--- src/rtl/sle_pkg.sv ---
// Shared types, character codes and escape helpers for the string literal escaper.
`default_nettype none
package sle_pkg;

	// Command codes of an input word
	typedef enum logic [1:0] {
		CMD_OPEN  = 2'd0,
		CMD_DATA  = 2'd1,
		CMD_CLOSE = 2'd2,
		CMD_NONE  = 2'd3
	} cmd_t;

	localparam logic [7:0] CH_BACKSLASH = 8'h5C;
	localparam logic [7:0] CH_ZERO      = 8'h30;
	localparam logic [7:0] CH_PRINT_LO  = 8'h20;
	localparam logic [7:0] CH_PRINT_HI  = 8'h7E;
	localparam logic [7:0] QUOTE_RESET  = 8'd34;

	// One classified word: up to four characters, cnt_m1 is count minus one
	typedef struct packed {
		logic [1:0]      cnt_m1;
		logic [3:0][7:0] chars;
	} esc_entry_t;

	// Queue status seen by the front and back parts
	typedef struct packed {
		logic empty;
		logic full;
	} q_stat_t;

	// Backslash letter for control codes 7..13, zero otherwise
	function automatic logic [7:0] letter_escape(input logic [7:0] c);
		logic [7:0] r;
		unique case (c)
			8'd7:    r = 8'h61; // a
			8'd8:    r = 8'h62; // b
			8'd9:    r = 8'h74; // t
			8'd10:   r = 8'h6E; // n
			8'd11:   r = 8'h76; // v
			8'd12:   r = 8'h66; // f
			8'd13:   r = 8'h72; // r
			default: r = 8'h00;
		endcase
		return r;
	endfunction

	// Three ASCII decimal digits of a byte, most significant first
	function automatic logic [2:0][7:0] dec_digits(input logic [7:0] c);
		logic [1:0]  h;
		logic [7:0]  rem8;
		logic [6:0]  rem;
		logic [14:0] prod;
		logic [3:0]  tens;
		logic [6:0]  ones;
		logic [2:0][7:0] d;
		if (c >= 8'd200)
			h = 2'd2;
		else if (c >= 8'd100)
			h = 2'd1;
		else
			h = 2'd0;
		rem8 = c - 8'(h) * 8'd100;
		rem  = rem8[6:0];
		// rem * 205 >> 11 is rem / 10 for rem below 100
		prod = 15'(rem) * 15'd205;
		tens = prod[14:11];
		ones = rem - 7'(tens) * 7'd10;
		d[2] = CH_ZERO + 8'(h);
		d[1] = CH_ZERO + 8'(tens);
		d[0] = CH_ZERO + 8'(ones);
		return d;
	endfunction

endpackage
`default_nettype wire

--- src/rtl/string_literal_escaper_top.sv ---
// Top level of the string literal escaper.
// Takes open, data and close words and emits a quoted, escaped literal one
// character per cycle while out_stall is low. Open and close each emit the
// delimiter; a data byte emits one, two or four characters (plain, backslash
// pair, or backslash and three decimal digits); command 3 emits nothing. A
// word is classified in the cycle it is accepted and queued; the back end
// drives its characters one at a time out of a registered output, so the
// output character rate sets the sustained throughput. An accepted word is
// written into the queue, and its first character then into the output
// register. The delimiter register should be written only while no words
// are in flight.
`default_nettype none
module string_literal_escaper_top #(
	parameter int QUEUE_DEPTH = 2
) (
	input  wire logic       clk,
	input  wire logic       arst_n,
	input  wire logic       cfg_we,
	input  wire logic [7:0] cfg_wdata,
	input  wire logic       in_valid,
	output logic            in_stall,
	input  wire logic [1:0] cmd,
	input  wire logic [7:0] data_byte,
	output logic            out_valid,
	input  wire logic       out_stall,
	output logic [7:0]      out_char,
	output logic            last
);
	import sle_pkg::*;

	q_stat_t    q_stat;
	esc_entry_t push_entry;
	esc_entry_t head;
	logic       push;
	logic       pop;

	sle_front u_front (
		.clk        (clk),
		.arst_n     (arst_n),
		.cfg_we     (cfg_we),
		.cfg_wdata  (cfg_wdata),
		.in_valid   (in_valid),
		.cmd        (cmd),
		.data_byte  (data_byte),
		.q_stat     (q_stat),
		.in_stall   (in_stall),
		.push       (push),
		.push_entry (push_entry)
	);

	sle_queue #(
		.DEPTH (QUEUE_DEPTH)
	) u_queue (
		.clk        (clk),
		.arst_n     (arst_n),
		.push       (push),
		.push_entry (push_entry),
		.pop        (pop),
		.head       (head),
		.q_stat     (q_stat)
	);

	sle_back u_back (
		.clk       (clk),
		.arst_n    (arst_n),
		.head      (head),
		.q_stat    (q_stat),
		.out_stall (out_stall),
		.pop       (pop),
		.out_valid (out_valid),
		.out_char  (out_char),
		.last      (last)
	);

endmodule
`default_nettype wire

--- src/rtl/sle_front.sv ---
// Front part: holds the delimiter register and classifies each input word.
`default_nettype none
module sle_front (
	input  wire logic                clk,
	input  wire logic                arst_n,
	input  wire logic                cfg_we,
	input  wire logic [7:0]          cfg_wdata,
	input  wire logic                in_valid,
	input  wire logic [1:0]          cmd,
	input  wire logic [7:0]          data_byte,
	input  wire sle_pkg::q_stat_t    q_stat,
	output logic                     in_stall,
	output logic                     push,
	output sle_pkg::esc_entry_t      push_entry
);
	import sle_pkg::*;

	logic [7:0] quote_q;
	logic [7:0] letter;
	logic [2:0][7:0] digits;
	cmd_t cmd_c;

	// Delimiter register
	always_ff @(posedge clk or negedge arst_n) begin
		if (!arst_n)
			quote_q <= QUOTE_RESET;
		else if (cfg_we)
			quote_q <= cfg_wdata;
	end

	assign cmd_c  = cmd_t'(cmd);
	assign letter = letter_escape(data_byte);
	assign digits = dec_digits(data_byte);

	// Handshake: stall only on a full queue; undefined commands are dropped
	assign in_stall = q_stat.full;
	assign push     = in_valid && !q_stat.full && (cmd_c != CMD_NONE);

	// Classification into an escape sequence
	always_comb begin
		push_entry.cnt_m1 = 2'd0;
		push_entry.chars  = '0;
		unique case (cmd_c)
			CMD_OPEN, CMD_CLOSE: begin
				push_entry.chars[0] = quote_q;
			end
			CMD_DATA: begin
				priority if (data_byte == quote_q) begin
					push_entry.cnt_m1   = 2'd1;
					push_entry.chars[0] = CH_BACKSLASH;
					push_entry.chars[1] = quote_q;
				end else if (data_byte == CH_BACKSLASH) begin
					push_entry.cnt_m1   = 2'd1;
					push_entry.chars[0] = CH_BACKSLASH;
					push_entry.chars[1] = CH_BACKSLASH;
				end else if (data_byte >= CH_PRINT_LO && data_byte <= CH_PRINT_HI) begin
					push_entry.chars[0] = data_byte;
				end else if (letter != 8'h00) begin
					push_entry.cnt_m1   = 2'd1;
					push_entry.chars[0] = CH_BACKSLASH;
					push_entry.chars[1] = letter;
				end else begin
					push_entry.cnt_m1   = 2'd3;
					push_entry.chars[0] = CH_BACKSLASH;
					push_entry.chars[1] = digits[2];
					push_entry.chars[2] = digits[1];
					push_entry.chars[3] = digits[0];
				end
			end
			default: begin
				push_entry.chars = '0;
			end
		endcase
	end

endmodule
`default_nettype wire

--- src/rtl/sle_queue.sv ---
// Short queue of classified words between the front and back parts.
`default_nettype none
module sle_queue #(
	parameter int DEPTH = 2
) (
	input  wire logic                clk,
	input  wire logic                arst_n,
	input  wire logic                push,
	input  wire sle_pkg::esc_entry_t push_entry,
	input  wire logic                pop,
	output sle_pkg::esc_entry_t      head,
	output sle_pkg::q_stat_t         q_stat
);
	import sle_pkg::*;

	localparam int PW = (DEPTH > 1) ? $clog2(DEPTH) : 1;
	localparam int CW = $clog2(DEPTH + 1);
	localparam logic [PW-1:0] LAST_PTR = PW'(DEPTH - 1);
	localparam logic [CW-1:0] FULL_CNT = CW'(DEPTH);

	esc_entry_t      mem_q [DEPTH];
	logic [PW-1:0]   wr_ptr_q;
	logic [PW-1:0]   rd_ptr_q;
	logic [CW-1:0]   count_q;
	logic            do_push;
	logic            do_pop;

	assign q_stat.empty = (count_q == '0);
	assign q_stat.full  = (count_q == FULL_CNT);
	assign do_push = push && !q_stat.full;
	assign do_pop  = pop && !q_stat.empty;
	assign head    = mem_q[rd_ptr_q];

	// Storage
	always_ff @(posedge clk) begin
		if (do_push)
			mem_q[wr_ptr_q] <= push_entry;
	end

	// Pointers and fill count
	always_ff @(posedge clk or negedge arst_n) begin
		if (!arst_n) begin
			wr_ptr_q <= '0;
			rd_ptr_q <= '0;
			count_q  <= '0;
		end else begin
			if (do_push)
				wr_ptr_q <= (wr_ptr_q == LAST_PTR) ? '0 : wr_ptr_q + 1'b1;
			if (do_pop)
				rd_ptr_q <= (rd_ptr_q == LAST_PTR) ? '0 : rd_ptr_q + 1'b1;
			if (do_push && !do_pop)
				count_q <= count_q + 1'b1;
			else if (do_pop && !do_push)
				count_q <= count_q - 1'b1;
		end
	end

endmodule
`default_nettype wire

--- src/rtl/sle_back.sv ---
// Back part: walks the head word's characters into the output register.
`default_nettype none
module sle_back (
	input  wire logic                clk,
	input  wire logic                arst_n,
	input  wire sle_pkg::esc_entry_t head,
	input  wire sle_pkg::q_stat_t    q_stat,
	input  wire logic                out_stall,
	output logic                     pop,
	output logic                     out_valid,
	output logic [7:0]               out_char,
	output logic                     last
);
	import sle_pkg::*;

	logic [1:0] idx_q;
	logic       out_valid_q;
	logic [7:0] out_char_q;
	logic       last_q;
	logic       load;
	logic       at_end;

	// Output register may take a new character when empty or being drained
	assign load   = !out_valid_q || !out_stall;
	assign at_end = (idx_q == head.cnt_m1);
	assign pop    = load && !q_stat.empty && at_end;

	// Character index and output valid
	always_ff @(posedge clk or negedge arst_n) begin
		if (!arst_n) begin
			idx_q       <= '0;
			out_valid_q <= 1'b0;
		end else if (load) begin
			out_valid_q <= !q_stat.empty;
			if (!q_stat.empty)
				idx_q <= at_end ? 2'd0 : idx_q + 2'd1;
		end
	end

	// Output payload
	always_ff @(posedge clk) begin
		if (load && !q_stat.empty) begin
			out_char_q <= head.chars[idx_q];
			last_q     <= at_end;
		end
	end

	assign out_valid = out_valid_q;
	assign out_char  = out_char_q;
	assign last      = last_q;

endmodule
`default_nettype wire

--- config.mk ---
export PLATFORM = sky130hd
export DESIGN_NAME = string_literal_escaper_top
export DESIGN_NICKNAME = d
export VERILOG_FILES = /design/src/rtl/sle_pkg.sv /design/src/rtl/string_literal_escaper_top.sv /design/src/rtl/sle_front.sv /design/src/rtl/sle_queue.sv /design/src/rtl/sle_back.sv
export SDC_FILE = /design/constraint.sdc
export NUM_CORES = 1
export LEC_CHECK = 0
export BUFFER_PORTS_ARGS = -buffer_cell sky130_fd_sc_hd__buf_2
export CAP_MARGIN = 20
export CORE_MARGIN = 1
export CORE_UTILIZATION = 55
export CTS_BUF_LIST = sky130_fd_sc_hd__clkbuf_16
export DETAILED_ROUTE_END_ITERATION = 10
export MAX_ROUTING_LAYER = met4
export PLACE_DENSITY = 0.75
export SYNTH_ARGS = -nofsm -noshare
export SYNTH_HDL_FRONTEND = slang
export SYNTH_SLANG_ARGS = --single-unit
export TNS_END_PERCENT = 50
--- constraint.sdc ---
create_clock -name clk -period 2.4 [get_ports clk]
set_input_delay 0 -clock clk [delete_from_list [all_inputs] [get_ports clk]]
set_output_delay 0 -clock clk [all_outputs]
set_load 0.02 [all_outputs]
Word-level counts from Yosys, hierarchy flattened
Memory sizes are Yosys's and may differ from the RTL's.
Cells that the tools add are included.
{"block": "word_totals", "input_bits": 23, "output_inout_bits": 11, "ram_bits": 68, "romBits": 0, "n_memories": 1, "latchBits": 0, "register_bits": 24, "wordCells": 90}
{"memory": "u_queue.mem_q", "depth": 2, "word_bits": 34, "read_ports": 1, "rd_clocked_by_memory_dff": 0, "write_ports": 1, "line": "sle_queue.sv:21", "source": "esc_entry_t mem_q [DEPTH];"}
{"block": "classes", "n_bitwise": 1, "mux": 26, "n_div": 0, "add_sub_neg": 10, "n_eq_ne": 14, "reduce_logical": 22, "mul": 3, "magnitude_cmp": 5, "shifts": 0}
{"operator": "$mux W16", "count": 6}
{"operator": "$pmux W7 S7", "count": 1}
{"operator": "$eq A8 B4 Y1 const B", "count": 6}
{"operator": "$mux W26", "count": 1}
{"operator": "$mux W24", "count": 1}
{"operator": "$bmux W8 S2", "count": 1}
{"operator": "$mux W2", "count": 8}
{"operator": "$mux W8", "count": 2}
{"operator": "$pmux W8 S2", "count": 1}
{"operator": "$mul A7 B8 Y15 const B", "count": 1}
{"operator": "$sub A7 B7 Y7", "count": 2}
{"operator": "$logic_and A1 B1 Y1", "count": 9}
{"operator": "$add A6 B7 Y8 const A", "count": 1}
{"operator": "$eq A8 B3 Y1 const B", "count": 1}
{"operator": "$eq A8 B7 Y1 const B", "count": 1}
{"operator": "$eq A8 B8 Y1", "count": 1}
{"operator": "$ge A8 B6 Y1 const B", "count": 1}
{"operator": "$ge A8 B7 Y1 const B", "count": 1}
{"operator": "$ge A8 B8 Y1 const B", "count": 1}
{"operator": "$le A8 B7 Y1 const B", "count": 1}
{"operator": "$reduce_bool A8 Y1", "count": 1}
{"operator": "$add A6 B2 Y7 const A", "count": 1}
{"operator": "$add A6 B4 Y7 const A", "count": 1}
{"operator": "$logic_not A1 Y1", "count": 6}
{"operator": "17 further kinds", "count": 25}

Logic depth before layout (Yosys ltp)
{"block": "depth", "ltp_word": 14, "ltp_mapped": 33, "mapped_depth_nobuf": 32}

Cells and area by module
A second synthesis with hierarchy kept.
{"block": "unflattened", "cells_unflattened": 450, "area_unflattened_um2": 5803.1}
{"mod": "sle_queue", "seq_area_each_um2": 2142.1, "instances": 1, "cells_each": 125, "area_per_inst_um2": 2801.4}
{"mod": "sle_front", "seq_area_each_um2": 202.7, "instances": 1, "cells_each": 286, "area_per_inst_um2": 2326.0}
{"mod": "sle_back", "seq_area_each_um2": 345.3, "instances": 1, "cells_each": 39, "area_per_inst_um2": 675.6}

Worst setup path after synthesis
OpenSTA, ideal clock, no wires.
{"block": "synth_timing", "path_kind": "input-to-reg", "from": "input data_byte[5]", "to": "memory u_queue.mem_q[0][30] (netlist name) (data pin)", "path_buffers": 1, "required_time_ns": 2.130, "arrival_ns": 6.580, "stages": 32, "setup_slack_ns": -4.450, "setup_time_ns": 0.270, "cell_sequence": "clkbuf_1 -> nor3_1 -> nand3b_1 -> o21ai_0 -> inv_1 -> ha_1 -> fa_1 -> nand2b_1 -> a21oi_1 -> xnor2_2 -> ha_1 -> ha_1 -> fa_1 -> inv_1 -> fa_1 -> inv_1 -> ha_1 -> a211oi_1 -> nor2_1 -> or3_4 -> a21boi_0 -> xor2_1 -> nor2_1 -> ha_1 -> ha_1 -> inv_1 -> ha_1 -> xor2_1 -> ha_1 -> xnor3_1 -> xor2_1 -> nor2_1"}
{"item": "start: declaration", "line": "string_literal_escaper_top.sv:23", "source": "input wire logic [7:0] data_byte,"}
{"item": "end: declaration", "line": "sle_queue.sv:21"}

==> results.rst <==
.. list-table::
   :header-rows: 1

   * - Metric
     - Value
   * - Avg Synthesized Cell Area
     - 12.2 um^2
   * - Post-DR vias/cell
     - 5.68
   * - Layout filler cell count
     - 546
   * - Final period demand of the worst path
     - 6320 ps
   * - Launch point of the worst hold path
     - cfg_we
   * - Weighted congestion reported at the end of routability-driven placement
     - 0.898
   * - CTS tree
     - done
   * - Post-DRT Antenna Nets
     - 0
   * - Net Count, Synth
     - 494
   * - Starting utilization of the core area
     - 0.578
   * - Sequential fraction of the synthesis area
     - 0.479
   * - Most common cell on crit path
     - sky130_fd_sc_hd__ha_4
   * - Async set or reset register ratio after synthesis
     - 0.179
   * - Worst slew pin tran
     - 534 ps
   * - Final HPWL from detailed placement
     - 7.78 mm
   * - Endpoint arrival time on the critical path
     - 6400 ps
   * - Number of design-rule violations left by the first detailed-router iteration
     - 163
   * - Violations in the final reports
     - design-rule violations, negative setup slack
   * - Final count of hold timing violations
     - 0
   * - Commonest non-fill, non-tap cells in the layout
     - sky130_fd_sc_hd__edfxtp_1 (69), sky130_fd_sc_hd__buf_4 (65), sky130_fd_sc_hd__inv_1 (41)
   * - Slowest cell delay on critical path
     - 470 ps
   * - Min-Delay Path Class
     - in -> reg
   * - Number of antenna violations at the first check in global routing
     - 0
   * - Cell with the biggest individual delay on the critical path
     - sky130_fd_sc_hd__fa_1
   * - Die width
     - 98.4 um
   * - Worst reg2reg setup slack
     - 120 ps
   * - Count of unresolved DRC violations after routing
     - 2
   * - Maximum count of clock buffers along a single path
     - 2
   * - Global-route wire length before repair
     - 18.2 mm
   * - Number of pins with negative max-slew slack in the final report
     - 0
   * - Max-capacitance violation count
     - 0
   * - Relative area change from synthesis to final layout
     - 32.5%
   * - Critical path start-end classification
     - in -> reg
   * - Reg-to-reg critical path endpoint
     - u_queue.mem_q[1][31]
   * - Count of cell types in the netlist
     - 50
   * - Global routing met2 resource utilization
     - 0.431
   * - Drt pass-1 iters
     - 10
   * - Yosys reg bits
     - 84
   * - Result of the run
     - finished with violations
   * - Net count reported at finish
     - 609
   * - Die area
     - 9690 um^2
   * - Worst setup SP type
     - input port
   * - Nature of the critical path endpoint
     - flip-flop
   * - Largest net degree at the start of global routing
     - 31
   * - Root Buffer Master
     - sky130_fd_sc_hd__clkbuf_16
   * - Antenna diode instance count
     - 0
   * - Count of clock tree sinks
     - 84
   * - Synth warn
     - 0
   * - Cell area after placement
     - 5910 um^2
   * - Number of enable-type register cells in the synthesized netlist
     - 69
   * - Routed Wire Length
     - 11.2 mm
   * - GR Layer Usage met3
     - 0.0433
   * - Die outline height
     - 98.4 um
   * - Total congestion overflow after global routing
     - 0
   * - Worst min-delay path endpoint
     - u_front.quote_q[6]
   * - GRT Util Overall
     - 0.253
   * - Family with the most delay on the worst path
     - adder cells
   * - RSZ-0062 raised after global routing
     - true
   * - Grt met1 use
     - 0.316
   * - Cell area after layout
     - 6780 um^2
   * - Insertion delay to the later sink of the worst-skew pair
     - 340 ps
   * - Via Count
     - 3667
   * - Post-synthesis instance area
     - 5110 um^2
   * - H-tree lvl count
     - 3
   * - Number of cells traversed by the worst register-to-register path
     - 7
   * - Data required time at the worst endpoint
     - 2490 ps
   * - Ys flop type
     - sky130_fd_sc_hd__edfxtp_1
   * - Depth of the worst hold-timing path
     - 2
   * - Most heavily used metal layer in global routing
     - met2
   * - Final worst-path setup slack
     - -3920 ps
   * - Worst Skew
     - 7.45 ps
   * - Count of buffering cells on the critical path with inverters included
     - 5
   * - Rows
     - 34
   * - Crit Path Max Fanout
     - 4
   * - Number of global-route vias before repair
     - 3714
   * - Post-Synthesis Cells
     - 418
   * - Clock edge transition at the registers on the reported setup and hold paths
     - 70 ps
   * - Most common cell after layout, fill and taps aside
     - sky130_fd_sc_hd__edfxtp_1
   * - Share of layout cells above drive strength 1
     - 0.398
   * - I/O pin cnt
     - 34
   * - Detailed-route wire length per cell
     - 17.3 um
   * - Port Buffer Count
     - 33
   * - Headroom to the max-slew limit
     - 0.641
   * - Number of CTS-inserted buffers
     - 9
   * - Top achievable clock speed
     - 158 MHz
   * - Launching point of the worst reg2reg path
     - u_front.quote_q[5]
   * - Core footprint
     - 8850 um^2
   * - Final clock period utilization by the worst path
     - 2.63
   * - Final setup violation count
     - 22
==> final cells by class <==
| cell class | count | area [um^2] | area share |
|---|---|---|---|
| multi-input combinational | 270 | 2810 | 0.414 |
| timing repair buffer | 119 | 893 | 0.132 |
| clock buffer | 9 | 225 | 0.0332 |
| inverter | 49 | 186 | 0.0275 |
| sequential | 84 | 2450 | 0.362 |
| tap | 108 | 135 | 0.0199 |
| clock inverter | 7 | 80.1 | 0.0118 |
==> metrics by stage <==
stage | hold WS [ps] | setup WS (ps) | TNS (ps) | util | cells
detailed placement | -63.7 | -4340 | -74130 | 0.668 | 607
CTS | 5.09 | -3850 | -64250 | 0.733 | 640
global route | 65.3 | -4130 | -66620 | 0.766 | 646
floorplan | -296 | -4200 | -70590 | - | 418
finish | 12.7 | -3920 | -63060 | 0.766 | 646
global placement | -64.0 | -4160 | -71380 | 0.668 | 607
==> state kept, by name (all words and copies together) (netlist names) <==
name              cells
u_queue.rd_ptr_q      1
u_back.out_valid      1
u_queue.mem_q        60
u_back.last           1
u_back.idx_q          2
u_queue.wr_ptr_q      1
u_queue.count_q       2
u_back.out_char       8
u_front.quote_q       8
==> worst reg2reg max path, delay by kind of cell, from the launching register on <==
family           cells  cell delay, ps
flip-flops           1             560
AND/OR/NAND/NOR      3             680
XOR/XNOR             1             100
AO/OA/AOI/OAI        3             750
==> metal layers <==
metal  part of all wire  vias up
met5                  0        -
met4              0.014        0
met3              0.036       22
met2               0.52      118
met1               0.43     1808
li1                   -     1719
==> cell families after synthesis <==
family / Yosys count / share of synthesized area
XOR/XNOR: 36 / 0.0673
adder cells (fa/ha/maj): 53 / 0.144
AND/OR/NAND/NOR: 86 / 0.0810
multiplexers: 32 / 0.0961
AO/OA/AOI/OAI: 63 / 0.0829
buffers and inverters: 64 / 0.0494
flip-flops: 84 / 0.479
==> worst max-delay path by stage <==
stage               cells after the start         start                   end
finish                                 31  data_byte[3]  u_queue.mem_q[1][30]
global route                           31  data_byte[3]  u_queue.mem_q[1][30]
CTS                                    32  data_byte[2]  u_queue.mem_q[1][30]
detailed placement                     31  data_byte[2]  u_queue.mem_q[0][30]
global placement                       34  data_byte[2]  u_queue.mem_q[0][30]
floorplan                              30  data_byte[2]  u_queue.mem_q[0][30]
==> Yosys cell counts, drive strengths merged (2+ instances only) <==
master	instances	area share
a211oi	5	0.0083
a21o	4	0.0059
a21oi	17	0.017
a22oi	2	0.0029
and2	2	0.0024
and3	3	0.0037
buf	5	0.0061
clkbuf	10	0.0073
dfrtp	13	0.064
dfstp	2	0.010
edfxtp	69	0.41
fa	10	0.039
ha	43	0.11
inv	49	0.036
mux2	14	0.032
mux2i	6	0.012
mux4	12	0.053
nand2	20	0.015
nand2b	4	0.0049
nand3	6	0.0059
nand3b	2	0.0029
nand4	2	0.0024
nor2	31	0.023
nor2b	6	0.0073
nor3	3	0.0029
nor4	3	0.0037
o211ai	2	0.0029
o21ai	19	0.019
o22ai	5	0.0061
or3	2	0.0034
xnor2	24	0.044
xor2	11	0.019
==> repair_timing <==
item	CTS	global route
gates cloned	0	0
setup buffers	3	6
pin swaps	13	33
resized for setup	22	44
hold buffers	15	0
setup endpoints to repair	22	22
endpoints found under the hold margin	25	0
Power is not shown: default switching activity piles up to over one toggle a cycle in this logic, so the estimate is an artifact.
